### config.mk
export PLATFORM = sky130hd
export DESIGN_NAME = alpnt_apb_regs
export DESIGN_NICKNAME = d
export VERILOG_FILES = /design/src/hdl/aging_linear_probe_name_table_core_macros.svh /design/src/hdl/alpnt_pkg.sv /design/src/hdl/alpnt_apb_regs.sv
export SDC_FILE = /design/constraint.sdc
export NUM_CORES = 1
export LEC_CHECK = 0
export BUFFER_PORTS_ARGS = -buffer_cell sky130_fd_sc_hd__buf_2
export CAP_MARGIN = 20
export CORE_UTILIZATION = 27
export DETAILED_ROUTE_END_ITERATION = 6
export PLACE_DENSITY = 0.82
export SKIP_CTS_REPAIR_TIMING = 1
export SYNTH_ARGS = -nofsm -noshare
export SYNTH_HDL_FRONTEND = slang
export SYNTH_SLANG_ARGS = --single-unit
### constraint.sdc
create_clock -name clk -period 0.9 [get_ports clk]
set_clock_uncertainty 0.2 [all_clocks]
set_input_delay 0.045 -clock clk [delete_from_list [all_inputs] [get_ports clk]]
set_output_delay 0.045 -clock clk [all_outputs]
set_load 0.01 [all_outputs]
### src/hdl/aging_linear_probe_name_table_core_macros.svh
// assertion macros shared by the name table rtl
`ifndef AGING_LINEAR_PROBE_NAME_TABLE_CORE_MACROS_SVH
`define AGING_LINEAR_PROBE_NAME_TABLE_CORE_MACROS_SVH

// condition that holds at every clock edge out of reset
`define ALPNT_ASSERT_ALWAYS(label, clk, rstn, cond, msg) \
	label: assert property (@(posedge clk) disable iff (!rstn) (cond)) \
		else $error(msg);

// consequent that holds in the same cycle as its antecedent
`define ALPNT_ASSERT_IMPLY(label, clk, rstn, ante, cons, msg) \
	label: assert property (@(posedge clk) disable iff (!rstn) (ante) |-> (cons)) \
		else $error(msg);

`endif

### src/hdl/alpnt_pkg.sv
// types, codes and helpers of the aging name table
package alpnt_pkg;

	localparam int KEY_W      = 22;
	localparam int AGE_W      = 8;
	localparam int HEAD_W     = 64;
	localparam int TAIL_W     = 24;
	localparam int NAME_W     = HEAD_W + TAIL_W;
	localparam int NAME_BYTES = NAME_W / 8;
	// key reduction takes a reciprocal multiply, a back multiply and a correction
	localparam int HASH_STEPS = 3;
	localparam int HB_W       = $clog2(HASH_STEPS);
	localparam int OCC_W      = 9;
	localparam int APB_ADDR_W = 3;
	localparam int APB_DATA_W = 32;

	localparam logic [AGE_W-1:0] MAX_AGE_RST = 8'd10;
	localparam logic             REG_MAX_AGE = 1'b0;

	// operation codes
	localparam logic [1:0] OP_INSERT = 2'd0;
	localparam logic [1:0] OP_LOOKUP = 2'd1;
	localparam logic [1:0] OP_SWEEP  = 2'd2;
	localparam logic [1:0] OP_NOP    = 2'd3;

	// lookup key width codes, anything else acts as ten bits
	localparam logic [1:0] KW_FULL = 2'd0;
	localparam logic [1:0] KW_12   = 2'd1;
	localparam logic [1:0] KW_10   = 2'd2;

	// result status codes
	localparam logic [1:0] STAT_DONE = 2'd0;
	localparam logic [1:0] STAT_MISS = 2'd1;
	localparam logic [1:0] STAT_FULL = 2'd2;

	typedef enum logic [2:0] {
		ST_CLEAR,
		ST_IDLE,
		ST_HASH,
		ST_PROBE,
		ST_SWEEP
	} state_t;

	typedef struct packed {
		logic [1:0]        operation;
		logic [1:0]        key_width;
		logic [KEY_W-1:0]  key_hash;
		logic [HEAD_W-1:0] name_head;
		logic [TAIL_W-1:0] name_tail;
	} item_t;

	typedef struct packed {
		logic [1:0]        status;
		logic [HEAD_W-1:0] found_head;
		logic [TAIL_W-1:0] found_tail;
		logic [OCC_W-1:0]  occupied;
	} result_t;

	typedef struct packed {
		logic [HEAD_W-1:0] head;
		logic [TAIL_W-1:0] tail;
	} name_t;

	typedef struct packed {
		logic [AGE_W-1:0] age;
		logic [KEY_W-1:0] key;
		name_t            name;
	} entry_t;

	// zero every name byte from the first zero byte on
	function automatic name_t clean_name(input logic [HEAD_W-1:0] head,
		input logic [TAIL_W-1:0] tail);
		logic [NAME_W-1:0] full;
		logic              ended;
		name_t             r;
		full  = {head, tail};
		ended = 1'b0;
		for (int b = 0; b < NAME_BYTES; b++) begin
			if (ended) begin
				full[NAME_W-1-8*b -: 8] = 8'h00;
			end else if (full[NAME_W-1-8*b -: 8] == 8'h00) begin
				ended = 1'b1;
			end
		end
		r.head = full[NAME_W-1 -: HEAD_W];
		r.tail = full[TAIL_W-1:0];
		return r;
	endfunction

endpackage

### src/hdl/alpnt_apb_regs.sv
// apb register file holding the eviction age
module alpnt_apb_regs
	import alpnt_pkg::*;
(
	input  logic                  clk,
	input  logic                  arst_n,
	input  logic                  psel,
	input  logic                  penable,
	input  logic                  pwrite,
	input  logic [APB_ADDR_W-1:0] paddr,
	input  logic [APB_DATA_W-1:0] pwdata,
	output logic [APB_DATA_W-1:0] prdata,
	output logic                  pready,
	output logic [AGE_W-1:0]      max_age
);

	logic             reg_sel;
	logic             wr_en;
	logic [AGE_W-1:0] max_age_q;

	// word index sits above the byte offset
	assign reg_sel = (paddr[APB_ADDR_W-1] == REG_MAX_AGE);
	assign wr_en   = psel && penable && pwrite && reg_sel;
	assign pready  = 1'b1;

	// eviction age register
	always_ff @(posedge clk or negedge arst_n) begin
		if (!arst_n) begin
			max_age_q <= MAX_AGE_RST;
		end else if (wr_en) begin
			max_age_q <= pwdata[AGE_W-1:0];
		end
	end

	// read back
	assign prdata  = reg_sel ? APB_DATA_W'(max_age_q) : '0;
	assign max_age = max_age_q;

endmodule

==> metrics.csv <==
metric;value;unit
status;finished, violations left;
failing checks;negative hold slack, negative setup slack;
Max Cap Violations;0;
final antenna diode count;0;
clock slew at reported path FFs;60;ps
Critical Path Sink Type;output port;
die width;48.4;µm
ANT nets after route;0;
CTS buffer count;3;
Setup CP Type;register to output port;
FF-to-FF End;max_age[5]$_DFFE_PN0P_;
drt initial violations;2;
dpl cells;107;
peak supply drop;1010;µV
die height;48.4;µm
CTS H-Tree Depth;1;
# rows;16;
post-detail-place hpwl;900;µm
final core occ;0.421;
DRT Pass-1 Iters;2;
CTS Root Cell;clkbuf_4;
fin worst setup slack;-359;ps
GR Overflow Total;0;
GRT Util Overall;0.0966;
first-pass GRT wire length;1.60;mm
nets@finish;131;
leakage power;0.491;nW
final hold violation count;14;
RSZ-0062 raised after global routing;yes;
Starting Density;0.291;
power per cell area;1720;nW/µm²
WHS;-174;ps
Yosys top cell by area;buf_4;
Slew Limit Fails;0;
Skew-Pair Late Insertion Delay;250;ps
Total Power Consumption;1.45;mW
initial antenna violation count;0;
Vias/cell;3.45;
number of flip-flops under the largest register name;8;
number of global-route vias before repair;324;
Synth top area share;0.323;
synth warn;0;
Die ar.;2340;µm²
Yosys reg bits;8;
syn avg cell area;11.2;µm²
Yosys cell types;7;
R2R Setup Slk;-180;ps
Critical Path Fanout Max;3;
filler cell count;194;
largest net degree at the start of global routing;9;
WL/cell;9.26;µm
Synth area leaders;buf_4 32%, dfrtp_1 26%, mux2_2 15%, and2b_2 12%, dfstp_2 9.0%;
Setup Viol. Count Final;24;
Setup Slack @ Placement;-220;ps
minimum clock period;1260;ps
worst flop-to-flop path startpoint;max_age[5]$_DFFE_PN0P_;
Worst EP arrival;1010;ps
CP Launch Type;register;
non-filler cells, final;117;
GPL Wtd Cong;0.672;
Remaining DRCs;0;
Cell Area, Synth;582;µm²
I/O pins;81;
Critical Path RT;650;ps
reg2reg path depth;2;
layout cells sized above 1;0.633;
DRT Wirelength;1.08;mm
Port Buffers;29;
CTS sink cnt;8;
Area growth syn-to-layout;44.9;%
period utilization;1.40;
fmax;794;MHz
core area;2000;µm²
Critical path origin;max_age[3]$_DFFE_PN1P_;
TritonCTS clock tree;done;
Cells after Synth;52;
Longest Clk Path Bufs;2;
total number of vias;404;
sequential cell area fraction in the yosys report;0.348;
CP Capture Point;prdata[3];
hold crit path type;primary input to register;
==> how the worst min path moves through the flow <==
stage / start / to / depth (start not counted)
final: pwdata[0] / max_age[0]$_DFFE_PN0P_ / 2
after global routing: pwdata[2] / max_age[2]$_DFFE_PN0P_ / 2
after CTS: arst_n / max_age[0]$_DFFE_PN0P_ / 1
after detailed placement: arst_n / max_age[0]$_DFFE_PN0P_ / 1
after global placement: arst_n / max_age[0]$_DFFE_PN0P_ / 1
after floorplan: arst_n / max_age[0]$_DFFE_PN0P_ / 0
==> routing by layer <==
| layer | GRT usage | vias to the layer above | part of all wire |
|---|---|---|---|
| met5 | 0 | - | 0 |
| met4 | 0.0588 | 0 | 0 |
| met3 | 0.0472 | 0 | 0.11 |
| met2 | 0.122 | 34 | 0.45 |
| met1 | 0.129 | 178 | 0.44 |
| li1 | - | 192 | - |
==> stage by stage <==
stage / instance area [µm²] / TNS (ps)
final: 843 / -4780
after global routing: 843 / -5630
after CTS: 716 / -4540
after detailed placement: 689 / -2080
after global placement: 689 / -1690
after floorplan: 691 / -631
==> layout by cell type (no fill, tap or decap), drive strengths merged <==
cell type / n
buf: 35
clkbuf: 4
conb: 25
and2b: 8
dfrtp: 6
nand4b: 1
mux2: 8
dlygate4sd3: 1
dfstp: 2
==> critical path, stage by stage (launching register included) <==
cell     delay (ps)
dfstp_2         540
and2b_2         150
buf_6            90
==> cell families (layout without fill, tap and decap cells) <==
family                 after synthesis  in the layout  share of synthesized area
buffers and inverters               25             40                      0.323
and+or+nand+nor                      9              9                      0.161
other                                2             25                     0.0129
DFF                                  8              8                      0.348
muxes                                8              8                      0.155
==> cell type report <==
cell class	count	area (µm²)	area share
Clock buffer	4	26.3	0.0312
Tap cell	27	33.8	0.0401
Timing Repair Buffer	36	277	0.328
Multi-Input combinational cell	42	304	0.361
Sequential cell	8	203	0.240
==> cells in the mapped netlist <==
master and n:
and2b_2 8, buf_4 25, conb_1 2, dfrtp_1 6, dfstp_2 2, mux2_2 8
nand4b_4 1
==> report_power, final <==
| group | total [mW] | internal [mW] | switching [mW] |
|---|---|---|---|
| Clock | 0.282 | 0.169 | 0.113 |
| Combinational | 0.654 | 0.404 | 0.250 |
| Sequential | 0.516 | 0.455 | 0.0613 |
Power figures use the tool's default switching activity.
